[config.mk]
export PLATFORM = sky130hd
export DESIGN_NAME = register_write_stream_thinner
export DESIGN_NICKNAME = d
export VERILOG_FILES = /design/src/design/rwst_pkg.sv /design/src/design/rwst_csr.sv /design/src/design/rwst_table.sv /design/src/design/rwst_core.sv /design/src/design/register_write_stream_thinner.sv
export SDC_FILE = /design/constraint.sdc
export NUM_CORES = 2
export LEC_CHECK = 0
export BUFFER_PORTS_ARGS = -buffer_cell sky130_fd_sc_hd__buf_4
export CORE_ASPECT_RATIO = 0.9
export CORE_UTILIZATION = 57
export DETAILED_ROUTE_END_ITERATION = 8
export PLACE_DENSITY = 0.76
export SYNTH_ARGS = -nofsm -noshare
export SYNTH_HDL_FRONTEND = slang
export SYNTH_HIERARCHICAL = 1
export SYNTH_SLANG_ARGS = --single-unit
[constraint.sdc]
create_clock -name clock -period 5.9 [get_ports clock]
set_input_delay 0.295 -clock clock [delete_from_list [all_inputs] [get_ports clock]]
set_output_delay 0.295 -clock clock [all_outputs]
set_load 0.05 [all_outputs]
[src/design/rwst_pkg.sv]
// Shared types and constants for the register-write stream thinner.
`default_nettype none
package rwst_pkg;

   localparam int CODE_SPACE  = 256;
   localparam int MAP_ENTRIES = 128;
   localparam int CODE_AW     = $clog2(CODE_SPACE);
   localparam int MAP_AW      = $clog2(MAP_ENTRIES);

   localparam int REQ_DATA_W = 32;
   localparam int RSP_DATA_W = 40;
   localparam int CSR_ADDR_W = 4;
   localparam int CSR_DATA_W = 32;

   // Commands carried on the request side.
   localparam logic [1:0] CMD_LOAD = 2'd0;
   localparam logic [1:0] CMD_PAIR = 2'd1;
   localparam logic [1:0] CMD_END  = 2'd2;

   // Result kinds.
   localparam logic KIND_PAIR  = 1'b0;
   localparam logic KIND_BLOCK = 1'b1;

   // Register indexes.
   localparam logic [1:0] REG_SHORT_CODE = 2'd0;
   localparam logic [1:0] REG_LONG_CODE  = 2'd1;
   localparam logic [1:0] REG_THRESHOLD  = 2'd2;
   localparam logic [1:0] REG_MIN_DELAY  = 2'd3;

   // Register classes that need a change above the threshold.
   localparam logic [3:0] CLASS_LEVEL = 4'hA;
   localparam logic [3:0] CLASS_FREQ  = 4'h4;

   localparam logic [7:0]  RST_SHORT_CODE = 8'd122;
   localparam logic [7:0]  RST_LONG_CODE  = 8'd123;
   localparam logic [7:0]  RST_THRESHOLD  = 8'd1;
   localparam logic [15:0] RST_MIN_DELAY  = 16'd23;

   typedef struct packed {
      logic [7:0]  short_code;
      logic [7:0]  long_code;
      logic [7:0]  threshold;
      logic [15:0] min_delay;
   } cfg_type;

   typedef struct packed {
      logic [1:0]        command;
      logic [7:0]        code;
      logic [7:0]        value;
      logic [MAP_AW-1:0] map_index;
      logic [7:0]        map_entry;
   } item_type;

   typedef struct packed {
      logic        kind;
      logic [7:0]  out_code;
      logic [7:0]  out_value;
      logic [15:0] block_delay;
      logic        long_flag;
   } result_type;

endpackage
`default_nettype wire

[src/design/rwst_csr.sv]
// Configuration registers behind the APB-style port.
`default_nettype none
module rwst_csr (
   input  wire logic                              clock,
   input  wire logic                              reset,
   input  wire logic                              csr_psel,
   input  wire logic                              csr_penable,
   input  wire logic                              csr_pwrite,
   input  wire logic [rwst_pkg::CSR_ADDR_W-1:0]   csr_paddr,
   input  wire logic [rwst_pkg::CSR_DATA_W-1:0]   csr_pwdata,
   output logic      [rwst_pkg::CSR_DATA_W-1:0]   csr_prdata,
   output logic                                   csr_pready,
   output rwst_pkg::cfg_type                      cfg
);

   rwst_pkg::cfg_type cfg_ff;
   logic [1:0]        reg_idx;
   logic              wr_en;

   assign reg_idx    = csr_paddr[3:2];
   assign wr_en      = csr_psel && csr_penable && csr_pwrite;
   assign csr_pready = 1'b1;
   assign cfg        = cfg_ff;

   always_ff @(posedge clock) begin
      if (reset) begin
         cfg_ff.short_code <= rwst_pkg::RST_SHORT_CODE;
         cfg_ff.long_code  <= rwst_pkg::RST_LONG_CODE;
         cfg_ff.threshold  <= rwst_pkg::RST_THRESHOLD;
         cfg_ff.min_delay  <= rwst_pkg::RST_MIN_DELAY;
      end else if (wr_en) begin
         unique case (reg_idx)
            rwst_pkg::REG_SHORT_CODE: cfg_ff.short_code <= csr_pwdata[7:0];
            rwst_pkg::REG_LONG_CODE:  cfg_ff.long_code  <= csr_pwdata[7:0];
            rwst_pkg::REG_THRESHOLD:  cfg_ff.threshold  <= csr_pwdata[7:0];
            rwst_pkg::REG_MIN_DELAY:  cfg_ff.min_delay  <= csr_pwdata[15:0];
            default: ;
         endcase
      end
   end

   always_comb begin
      unique case (reg_idx)
         rwst_pkg::REG_SHORT_CODE: csr_prdata = {24'd0, cfg_ff.short_code};
         rwst_pkg::REG_LONG_CODE:  csr_prdata = {24'd0, cfg_ff.long_code};
         rwst_pkg::REG_THRESHOLD:  csr_prdata = {24'd0, cfg_ff.threshold};
         rwst_pkg::REG_MIN_DELAY:  csr_prdata = {16'd0, cfg_ff.min_delay};
         default:                  csr_prdata = '0;
      endcase
   end

endmodule
`default_nettype wire

[src/design/rwst_table.sv]
// Table memory with per-entry valid bits, registered read and write-to-read bypass.
`default_nettype none
module rwst_table #(
   parameter int DEPTH = 128,
   parameter int WIDTH = 8
) (
   input  wire logic                     clock,
   input  wire logic                     reset,
   input  wire logic                     rd_en,
   input  wire logic [$clog2(DEPTH)-1:0] rd_addr,
   input  wire logic                     wr_en,
   input  wire logic [$clog2(DEPTH)-1:0] wr_addr,
   input  wire logic [WIDTH-1:0]         wr_data,
   output logic      [WIDTH-1:0]         rd_data
);

   localparam int AW = $clog2(DEPTH);

   logic [WIDTH-1:0] storage_ff [DEPTH];
   logic [DEPTH-1:0] vld_ff;
   logic [WIDTH-1:0] rd_ff;
   logic             rd_vld_ff;
   logic             fwd_ff;
   logic [WIDTH-1:0] fwd_data_ff;
   logic [AW-1:0]    unused_addr;

   assign unused_addr = wr_addr;

   always_ff @(posedge clock) begin
      if (wr_en) begin
         storage_ff[unused_addr] <= wr_data;
      end
      if (rd_en) begin
         rd_ff       <= storage_ff[rd_addr];
         fwd_data_ff <= wr_data;
      end
   end

   // Entries never written read as zero.
   always_ff @(posedge clock) begin
      if (reset) begin
         vld_ff    <= '0;
         rd_vld_ff <= 1'b0;
         fwd_ff    <= 1'b0;
      end else begin
         if (wr_en) begin
            vld_ff[wr_addr] <= 1'b1;
         end
         if (rd_en) begin
            rd_vld_ff <= vld_ff[rd_addr];
            fwd_ff    <= wr_en && (wr_addr == rd_addr);
         end
      end
   end

   assign rd_data = fwd_ff ? fwd_data_ff : (rd_vld_ff ? rd_ff : '0);

endmodule
`default_nettype wire

[src/design/rwst_core.sv]
// Per-item decision logic, delay accumulator and result register.
`default_nettype none
module rwst_core (
   input  wire logic                              clock,
   input  wire logic                              reset,
   input  wire rwst_pkg::cfg_type                 cfg,
   input  wire logic                              s1_valid,
   input  wire rwst_pkg::item_type                s1_item,
   input  wire logic [7:0]                        map_rd_data,
   input  wire logic [7:0]                        last_rd_data,
   input  wire logic                              rsp_ready,
   output logic                                   s1_advance,
   output logic                                   map_wr_en,
   output logic [rwst_pkg::MAP_AW-1:0]            map_wr_addr,
   output logic [7:0]                             map_wr_data,
   output logic                                   last_wr_en,
   output logic [rwst_pkg::CODE_AW-1:0]           last_wr_addr,
   output logic [7:0]                             last_wr_data,
   output logic                                   rsp_valid,
   output rwst_pkg::result_type                   rsp_result
);

   logic [15:0]          acc_ff;
   logic [15:0]          acc_in;
   logic                 rsp_valid_ff;
   rwst_pkg::result_type rsp_ff;
   rwst_pkg::result_type res_in;
   logic                 has_res_in;

   logic        is_delay;
   logic        is_long;
   logic [15:0] step;
   logic [15:0] sum;
   logic [15:0] close_delay;
   logic        close_long;
   logic [3:0]  cls;
   logic [7:0]  diff;
   logic        pass;

   assign s1_advance = s1_valid && (!rsp_valid_ff || rsp_ready);

   assign is_long  = (s1_item.code == cfg.long_code);
   assign is_delay = (s1_item.code == cfg.short_code) || is_long;
   assign step     = is_long ? {8'(s1_item.value + 8'd1), 8'h00}
                             : ({8'h00, s1_item.value} + 16'd1);
   assign sum      = acc_ff + step;
   assign close_long  = (sum[15:8] != 8'h00);
   assign close_delay = close_long ? (sum - 16'd256) : (sum - 16'd1);

   assign cls  = map_rd_data[7:4];
   assign diff = (s1_item.value >= last_rd_data) ? (s1_item.value - last_rd_data)
                                                 : (last_rd_data - s1_item.value);
   assign pass = ((cls == rwst_pkg::CLASS_LEVEL) || (cls == rwst_pkg::CLASS_FREQ))
               ? (diff > cfg.threshold) : (s1_item.value != last_rd_data);

   assign map_wr_addr  = s1_item.map_index;
   assign map_wr_data  = s1_item.map_entry;
   assign last_wr_addr = s1_item.code;
   assign last_wr_data = s1_item.value;

   always_comb begin
      acc_in     = acc_ff;
      has_res_in = 1'b0;
      res_in     = '0;
      map_wr_en  = 1'b0;
      last_wr_en = 1'b0;
      case (s1_item.command)
         rwst_pkg::CMD_LOAD: begin
            map_wr_en = s1_advance;
         end
         rwst_pkg::CMD_END: begin
            has_res_in         = 1'b1;
            res_in.kind        = rwst_pkg::KIND_BLOCK;
            res_in.block_delay = acc_ff;
            acc_in             = '0;
         end
         rwst_pkg::CMD_PAIR: begin
            if (is_delay) begin
               acc_in = sum;
               if (sum >= cfg.min_delay) begin
                  has_res_in         = 1'b1;
                  res_in.kind        = rwst_pkg::KIND_BLOCK;
                  res_in.block_delay = close_delay;
                  res_in.long_flag   = close_long;
                  acc_in             = '0;
               end
            end else if (pass) begin
               has_res_in       = 1'b1;
               res_in.kind      = rwst_pkg::KIND_PAIR;
               res_in.out_code  = s1_item.code;
               res_in.out_value = s1_item.value;
               last_wr_en       = s1_advance;
            end
         end
         default: ;
      endcase
   end

   always_ff @(posedge clock) begin
      if (reset) begin
         acc_ff       <= '0;
         rsp_valid_ff <= 1'b0;
      end else if (s1_advance) begin
         acc_ff       <= acc_in;
         rsp_valid_ff <= has_res_in;
      end else if (rsp_ready) begin
         rsp_valid_ff <= 1'b0;
      end
   end

   always_ff @(posedge clock) begin
      if (s1_advance && has_res_in) begin
         rsp_ff <= res_in;
      end
   end

   assign rsp_valid  = rsp_valid_ff;
   assign rsp_result = rsp_ff;

endmodule
`default_nettype wire

[src/design/register_write_stream_thinner.sv]
// Top level of the register-write stream thinner.
`default_nettype none
// The thinner takes one item per clock cycle, with no bubbles, as long as results
// are taken when they are offered. The code map and last-value entries of an item
// are read at the edge that accepts it. The decision is made while the item sits
// in the input stage, and any result is loaded into the result register at the
// edge on which the item leaves that stage. The result register then holds and
// offers the result until the receiver takes it. An item that causes no result
// still passes through the input stage. A result that waits on the receiver keeps
// the next item in the input stage, and req_tready stays low until the result is taken.
// A register-write pair is passed on only if its value changed enough against
// the last value passed for the same code. Delay pairs are summed into a 16-bit
// accumulator and turned into a block-end item once the sum reaches min_delay.
// A load command writes one entry of the 128-entry code map, and an
// end-of-stream command flushes the raw accumulator as a block end. Both tables
// read as zero after reset without any clearing pass, so the block is ready in
// the first cycle after reset. Writes made by one item are forwarded to the
// next item, so back-to-back pairs on the same code see each other's updates.
// Configuration registers must only be written while the block is idle.
module register_write_stream_thinner (
   input  wire logic                              clock,
   input  wire logic                              reset,
   // tdata: code[7:0], value[15:8], map_index[22:16], map_entry[30:23], zero pad
   input  wire logic [rwst_pkg::REQ_DATA_W-1:0]   req_tdata,
   // tuser: command[1:0]
   input  wire logic [1:0]                        req_tuser,
   input  wire logic                              req_tvalid,
   output logic                                   req_tready,
   // tdata: out_code[7:0], out_value[15:8], block_delay[31:16], long_flag[32], zero pad
   output logic      [rwst_pkg::RSP_DATA_W-1:0]   rsp_tdata,
   // tuser: kind[0]
   output logic                                   rsp_tuser,
   output logic                                   rsp_tvalid,
   input  wire logic                              rsp_tready,
   input  wire logic                              csr_psel,
   input  wire logic                              csr_penable,
   input  wire logic                              csr_pwrite,
   input  wire logic [rwst_pkg::CSR_ADDR_W-1:0]   csr_paddr,
   input  wire logic [rwst_pkg::CSR_DATA_W-1:0]   csr_pwdata,
   output logic      [rwst_pkg::CSR_DATA_W-1:0]   csr_prdata,
   output logic                                   csr_pready
);

   rwst_pkg::cfg_type    cfg;
   rwst_pkg::item_type   req_item;
   rwst_pkg::item_type   s1_item_ff;
   rwst_pkg::result_type rsp_result;
   logic                 s1_valid_ff;
   logic                 s1_advance;
   logic                 req_accept;

   logic                          map_wr_en;
   logic [rwst_pkg::MAP_AW-1:0]   map_wr_addr;
   logic [7:0]                    map_wr_data;
   logic [7:0]                    map_rd_data;
   logic                          last_wr_en;
   logic [rwst_pkg::CODE_AW-1:0]  last_wr_addr;
   logic [7:0]                    last_wr_data;
   logic [7:0]                    last_rd_data;

   // Unpack the incoming item.
   assign req_item.command   = req_tuser;
   assign req_item.code      = req_tdata[7:0];
   assign req_item.value     = req_tdata[15:8];
   assign req_item.map_index = req_tdata[22:16];
   assign req_item.map_entry = req_tdata[30:23];

   // The input stage frees up whenever its item moves on, even if that item
   // produces no result, so only a full result register that is not being taken stalls it.
   assign req_tready = !s1_valid_ff || s1_advance;
   assign req_accept = req_tvalid && req_tready;

   always_ff @(posedge clock) begin
      if (reset) begin
         s1_valid_ff <= 1'b0;
      end else if (req_accept) begin
         s1_valid_ff <= 1'b1;
      end else if (s1_advance) begin
         s1_valid_ff <= 1'b0;
      end
   end

   always_ff @(posedge clock) begin
      if (req_accept) begin
         s1_item_ff <= req_item;
      end
   end

   rwst_csr u_csr (
      .clock       (clock),
      .reset       (reset),
      .csr_psel    (csr_psel),
      .csr_penable (csr_penable),
      .csr_pwrite  (csr_pwrite),
      .csr_paddr   (csr_paddr),
      .csr_pwdata  (csr_pwdata),
      .csr_prdata  (csr_prdata),
      .csr_pready  (csr_pready),
      .cfg         (cfg)
   );

   // The code map is indexed by the low bits of the code.
   rwst_table #(
      .DEPTH (rwst_pkg::MAP_ENTRIES),
      .WIDTH (8)
   ) u_map (
      .clock   (clock),
      .reset   (reset),
      .rd_en   (req_accept),
      .rd_addr (req_item.code[rwst_pkg::MAP_AW-1:0]),
      .wr_en   (map_wr_en),
      .wr_addr (map_wr_addr),
      .wr_data (map_wr_data),
      .rd_data (map_rd_data)
   );

   rwst_table #(
      .DEPTH (rwst_pkg::CODE_SPACE),
      .WIDTH (8)
   ) u_last (
      .clock   (clock),
      .reset   (reset),
      .rd_en   (req_accept),
      .rd_addr (req_item.code),
      .wr_en   (last_wr_en),
      .wr_addr (last_wr_addr),
      .wr_data (last_wr_data),
      .rd_data (last_rd_data)
   );

   rwst_core u_core (
      .clock        (clock),
      .reset        (reset),
      .cfg          (cfg),
      .s1_valid     (s1_valid_ff),
      .s1_item      (s1_item_ff),
      .map_rd_data  (map_rd_data),
      .last_rd_data (last_rd_data),
      .rsp_ready    (rsp_tready),
      .s1_advance   (s1_advance),
      .map_wr_en    (map_wr_en),
      .map_wr_addr  (map_wr_addr),
      .map_wr_data  (map_wr_data),
      .last_wr_en   (last_wr_en),
      .last_wr_addr (last_wr_addr),
      .last_wr_data (last_wr_data),
      .rsp_valid    (rsp_tvalid),
      .rsp_result   (rsp_result)
   );

   // Pack the result item.
   assign rsp_tuser = rsp_result.kind;
   assign rsp_tdata = {7'd0, rsp_result.long_flag, rsp_result.block_delay,
                       rsp_result.out_value, rsp_result.out_code};

   // A passed pair never carries delay information.
   assert property (@(posedge clock) disable iff (reset)
      (rsp_tvalid && (rsp_tuser == rwst_pkg::KIND_PAIR)) |-> (rsp_tdata[32:16] == '0))
      else $error("passed pair carries a delay or long flag");

   // The input stage only holds its item when the result register is full and stalled.
   assert property (@(posedge clock) disable iff (reset)
      (s1_valid_ff && !s1_advance) |-> (rsp_tvalid && !rsp_tready))
      else $error("input stage stalled without a blocked result");

   // A new result only shows up after an item left the input stage.
   assert property (@(posedge clock) disable iff (reset)
      $rose(rsp_tvalid) |-> $past(s1_advance))
      else $error("result appeared without an item moving on");

endmodule
`default_nettype wire
After elaboration in Yosys (flattened, before gate mapping)

Memory sizes are Yosys's and may differ from the RTL's. A register that Yosys moved wholly into a read port is not among the register bits.
Cells that the tools add are included.

Order comparisons: 9
Equal/unequal tests: 13
Shifts and indexed selects: 0
Reduce and logical (&&, ||, !) cells: 28
Bitwise gates (word level): 4
$add $sub $neg: 7
Divide/modulo/power cells: 0
Multiply operators: 0
Mux-type cells: 41

Operators by type and width:

| operator                | number |
|---|---|
| $or A256 B256 Y256      | 1 |
| $or A128 B128 Y128      | 1 |
| $pmux W32 S4            | 1 |
| $mux W16                | 4 |
| $pmux W16 S2            | 2 |
| $mux W8                 | 5 |
| $mux W17                | 2 |
| $eq A8 B8 Y1            | 3 |
| $mux W1                 | 21 |
| $lt A8 B9 Y1 const B    | 2 |
| $add A16 B16 Y16        | 1 |
| $ge A16 B16 Y1          | 1 |
| $lt A7 B8 Y1 const B    | 2 |
| $sub A16 B1 Y16 const B | 1 |
| $sub A16 B9 Y16 const B | 1 |
| $sub A8 B8 Y8           | 2 |
| $add A8 B1 Y9 const B   | 1 |
| $logic_and A1 B1 Y1     | 9 |
| $add A8 B1 Y8 const B   | 1 |
| $bmux W1 S8             | 1 |
| $demux W1 S8            | 1 |
| $ge A8 B1 Y1 const B    | 1 |
| $ge A8 B8 Y1            | 1 |
| $gt A8 B8 Y1            | 1 |
| other kinds (20)        | 36 |

Bits in read-only memories: 0
Memories: 2
Input bits: 77
Bits in latches: 0
Word-level logic and storage cells: 129
Output and inout port bits: 76
Register bits: 529
RAM bits: 3072

Memories:

| memory            | depth | width | rd ports | clocked after Yosys merged registers in | wr ports | RTL line         | source |
|---|---|---|---|---|---|---|---|
| u_last.storage_ff | 256   | 8     | 1        | 1                                       | 1        | rwst_table.sv:19 | `logic [WIDTH-1:0] storage_ff [DEPTH];` |
| u_map.storage_ff  | 128   | 8     | 1        | 1                                       | 1        | rwst_table.sv:19 |  |

Longest topological paths before layout

Depth after elaboration: 11
Gate-level depth with buffers: 29
Depth with buffers taken out: 25

By module

Netlist, hierarchy kept.

Modules (own cells, without submodules):

| module                        | area each (um^2) | times used | cells an instance | sequential area each (um^2) |
|---|---|---|---|---|
| rwst_table at u_last          | 88590.0          | 1          | 4535              | 67144.4 |
| rwst_table at u_map           | 44895.6          | 1          | 2168              | 33832.4 |
| rwst_core                     | 5203.7           | 1          | 605               | 1361.3 |
| rwst_csr                      | 2088.3           | 1          | 219               | 800.8 |
| register_write_stream_thinner | 1102.3           | 1          | 46                | 1011.0 |

Least setup slack after synthesis

No wires, ideal clock.

Path type: flip-flop to flip-flop
From: register u_last.fwd_ff
To: memory u_last.storage_ff[234][0] (enable)
Setup time: 0.374 ns
Path buffers: 5
Required time: 5.526 ns
Clock period less this slack: 5.796 ns
Cell stages (with the launch flop): 27
Path slack: 0.104 ns
Arrival: 5.423 ns
Cell sequence: dfxtp_1 > clkbuf_1 > nor2b_1 > clkbuf_1 > a22o_1 > ha_1 > inv_1 > fa_1 > a21o_1 > a21oi_1 > o221ai_2 > mux2i_1 > nand3b_1 > a311oi_1 > nor2_1 > xnor2_1 > ha_1 > nand4_1 > a21oi_1 > o31ai_1 > a21oi_1 > and3_1 > clkbuf_1 > buf_1 > nand3_1 > clkbuf_1 > nor2_1

Word-level cells in the longest chain between the ends: 10
Elaborated cells between the ends (all ways): 13
Those cells by class: 2 x add/sub; 2 x order compare; 1 x eq/ne; 8 x mux

RTL lines:

| what                                  | RTL line                            | source |
|---|---|---|
| from (decl)                           | rwst_table.sv:23                    | `logic fwd_ff;` |
| from (signal assigned)                | rwst_table.sv:51                    | `fwd_ff <= wr_en && (wr_addr == rd_addr);` |
| $mux W8 (*)                           | rwst_table.sv:56                    | `assign rd_data = fwd_ff ? fwd_data_ff : (rd_vld_ff ? rd_ff : '0);` |
| named net last_rd_data[0]             | register_write_stream_thinner.sv:59 | `logic [7:0] last_rd_data;` |
| $sub A8 B8 Y8 (tied with other cells) | rwst_core.sv:52                     | `: (last_rd_data - s1_item.value);` |
| $mux W8                               | rwst_core.sv:51                     | `assign diff = (s1_item.value >= last_rd_data) ? (s1_item.value - last_rd_data)` |
| $gt A8 B8 Y1                          | rwst_core.sv:54                     | `? (diff > cfg.threshold) : (s1_item.value != last_rd_data);` |
| $mux W1 (*)                           | rwst_core.sv:54                     |  |
| $mux W1 (*)                           | rwst_core.sv:87                     | `end else if (pass) begin` |
| $mux W1 (*)                           | rwst_core.sv:78                     | `if (is_delay) begin` |
| $mux W1 (*)                           | rwst_core.sv:67                     | `case (s1_item.command)` |
| named net last_wr_en                  | register_write_stream_thinner.sv:56 | `logic last_wr_en;` |
| $mux W1 (*)                           | rwst_table.sv:30                    | `if (wr_en) begin` |
| $mux W1 (not written as such) (*)     | rwst_table.sv:31                    | `storage_ff[unused_addr] <= wr_data;` |
| to (decl)                             | rwst_table.sv:19                    |  |

The timed path passes the listed nets; every way through them passes the cells marked *.

Final worst setup path

From: register u_last.rd_vld_ff
To: memory u_last.storage_ff[51][4] (enable)

Word-level cells in the longest chain between the ends: 11
Elaborated cells between the ends (all ways): 14
Those cells by class: 2 x add/sub; 2 x order compare; 1 x eq/ne; 9 x mux

RTL lines:

| what                                  | RTL line                            | source |
|---|---|---|
| from (decl)                           | rwst_table.sv:22                    | `logic rd_vld_ff;` |
| from (signal assigned)                | rwst_table.sv:50                    | `rd_vld_ff <= vld_ff[rd_addr];` |
| $mux W8 (*) (2 in series)             | rwst_table.sv:56                    |  |
| named net last_rd_data[0]             | register_write_stream_thinner.sv:59 |  |
| $sub A8 B8 Y8 (tied with other cells) | rwst_core.sv:52                     |  |
| $mux W8                               | rwst_core.sv:51                     |  |
| $gt A8 B8 Y1                          | rwst_core.sv:54                     |  |
| $mux W1 (*)                           | rwst_core.sv:54                     |  |
| $mux W1 (*)                           | rwst_core.sv:87                     |  |
| $mux W1 (*)                           | rwst_core.sv:78                     |  |
| $mux W1 (*)                           | rwst_core.sv:67                     |  |
| named net last_wr_en                  | register_write_stream_thinner.sv:56 |  |
| $mux W1 (*)                           | rwst_table.sv:30                    |  |
| $mux W1 (not written as such) (*)     | rwst_table.sv:31                    |  |

Marked as above.

==> impl_metrics.json <==
{
  "arrival_ns": 6.21,
  "hpwl_um": 185000,
  "grt_pass1_vias": 67900,
  "cp-end-kind": "flop",
  "wire_per_inst_um": 29.4,
  "worstPathRequired_ns": 6.47,
  "antenna_found_initial": 11,
  "status": "finished clean",
  "slowest_stage": "dfxtp_1",
  "fin_crit_sh_pct": 95.6,
  "viasPerCell": 6.58,
  "cts_max_level": 5,
  "grt-ovfl-total": 0,
  "worst-setup-path-type": "flop to flop",
  "leakage_nw": 45.4,
  "cts_root_buf": "clkbuf_16",
  "dp_slack_ns": 0.197,
  "dieWidth_um": 490,
  "final_area_mm2": 0.139,
  "num_rows": 160,
  "worstPathMaxFanout": 15,
  "hold_slack_ns": 0.0952,
  "numCtsBuffers": 309,
  "layout-drive-gt1-share_pct": 25.0,
  "rsz0062_at_grt": "yes",
  "fin_nets": 7504,
  "die_height_um": 441,
  "final_common_cell": "edfxtp_1",
  "timing.critical_path.mode_cell": "buf_4",
  "n_fill_cell": 13600,
  "min_path_type": "input port to flop",
  "syn_avg_cell_area_um2": 17.8,
  "ir_drop_mv": 0.332,
  "core_area_mm2": 0.212,
  "drt_iter0_drc": 9888,
  "path_buf_inv": 6,
  "cts_buffer_depth": 4,
  "setup-violations-final": 0,
  "gp_routability_congestion": 0.880,
  "firstDrtPassIters": 9,
  "cts_tree": "done",
  "total_power_w": 0.0454,
  "antenna_left": 0,
  "grt_max_degree": 227,
  "area_growth_pct": 13.7,
  "drc": 0,
  "slew_headroom_pct": 16.1,
  "max_stage_delay_ns": 0.38,
  "clock_latency_ns": 0.94,
  "grt_pass1_wl_um": 452000,
  "tightest_slew_ns": 1.26,
  "placed_area_mm2": 0.129,
  "synth_area_mm2": 0.122,
  "startpoint_type": "flop",
  "ioPinCount": 153,
  "final_core_util_pct": 65.5,
  "initial_utilization_pct": 57.6,
  "final_hold_viol_count": 0,
  "synth_cells": 6869,
  "power.density_mw_per_mm2": 327,
  "gr-usage-all-layers_pct": 28.4,
  "num_vias": 68700,
  "maxCapViolations": 0,
  "io_buffers": 105,
  "post-route-min-period_ns": 5.64,
  "fin_skew_ns": 0.0755,
  "layout_common_cells": "edfxtp_1, nor2_1, mux4_2",
  "fmax_ghz": 0.177,
  "dieArea_mm2": 0.216,
  "yosysWarnings": 6,
  "clkTransAtPathRegs_ns": 0.06,
  "cts.sinks": 3093,
  "slew_violations": 0,
  "setup_ws_ns": 0.262,
  "critPathTopFamily": "compound AO/OA/AOI/OAI gates",
  "routed_wl_um": 307000
}
## report_power, final
part	switching (W)	internal, W	leakage [nW]
clock network	0.00801	0.0111	4.76
registers	0.0000425	0.0238	27.4
logic	0.00160	0.000843	13.2
total	0.00965	0.0358	45.4
## through the flow
stage / setup TNS (ns) / cells
after floorplan: 0 / 6890
after global placement: 0 / 9838
after detailed placement: 0 / 9838
after CTS: 0 / 10400
after global routing: -0.0471 / 10400
final: 0 / 10400
## sequential cells by signal (all words and copies together), names as in the netlist
signal / flops
u_last/fwd_ff: 1
s1_item_ff: 29
u_map/rd_ff: 4
u_core/rsp_valid: 1
u_last/vld_ff: 256
u_core/rsp_result: 34
u_map/vld_ff: 128
u_map/storage_ff: 512
u_core/acc_ff: 16
u_last/storage_ff: 2048
u_map/rd_vld_ff: 1
u_map/fwd_data_ff: 4
u_last/fwd_data_ff: 8
u_last/rd_ff: 8
u_map/fwd_ff: 1
u_csr/cfg: 40
u_last/rd_vld_ff: 1
s1_valid_ff: 1
## layout make-up
type,count,area (um^2),area share [%]
flip-flops and latches,3093,88400,63.6
clock buffers,425,8590,6.18
inverters,69,259,0.186
multi-input cells,3237,31200,22.5
repair buffers,655,5710,4.11
diodes,7,17.5,0.0126
well taps,2835,3550,2.55
clock inverters,120,1190,0.854
## path summary, 6_finish.rpt
check | from | end | slack, ns | cells after the start
min reg2reg | u_last/vld_ff[61] | u_last/vld_ff[61] | 0.47 | 2
max | u_last/rd_vld_ff | u_last/storage_ff[51][4] | 0.26 | 26
max reg2reg | u_last/rd_vld_ff | u_last/storage_ff[51][4] | 0.26 | 26
min | req_tdata[18] | s1_item_ff[10] | 0.1 | 2
## timing repair
item / 4_1_cts / 5_1_grt
endpoints found under the hold margin: 123 / 0
hold buffers: 50 / 0
endpoints found under the setup margin: 0 / 1702
gates resized for setup: 0 / 12
setup buffers: 0 / 1
## per-layer routing
layer | track usage [%] | vias to the layer above | part of all wire (%)
li1 | - | 28000 | -
met1 | 39.6 | 35300 | 38
met2 | 43.9 | 4664 | 47
met3 | 7.33 | 720 | 12
met4 | 9.75 | 6 | 3.6
met5 | 0 | - | 0.010
Power figures use the tool's default switching activity.
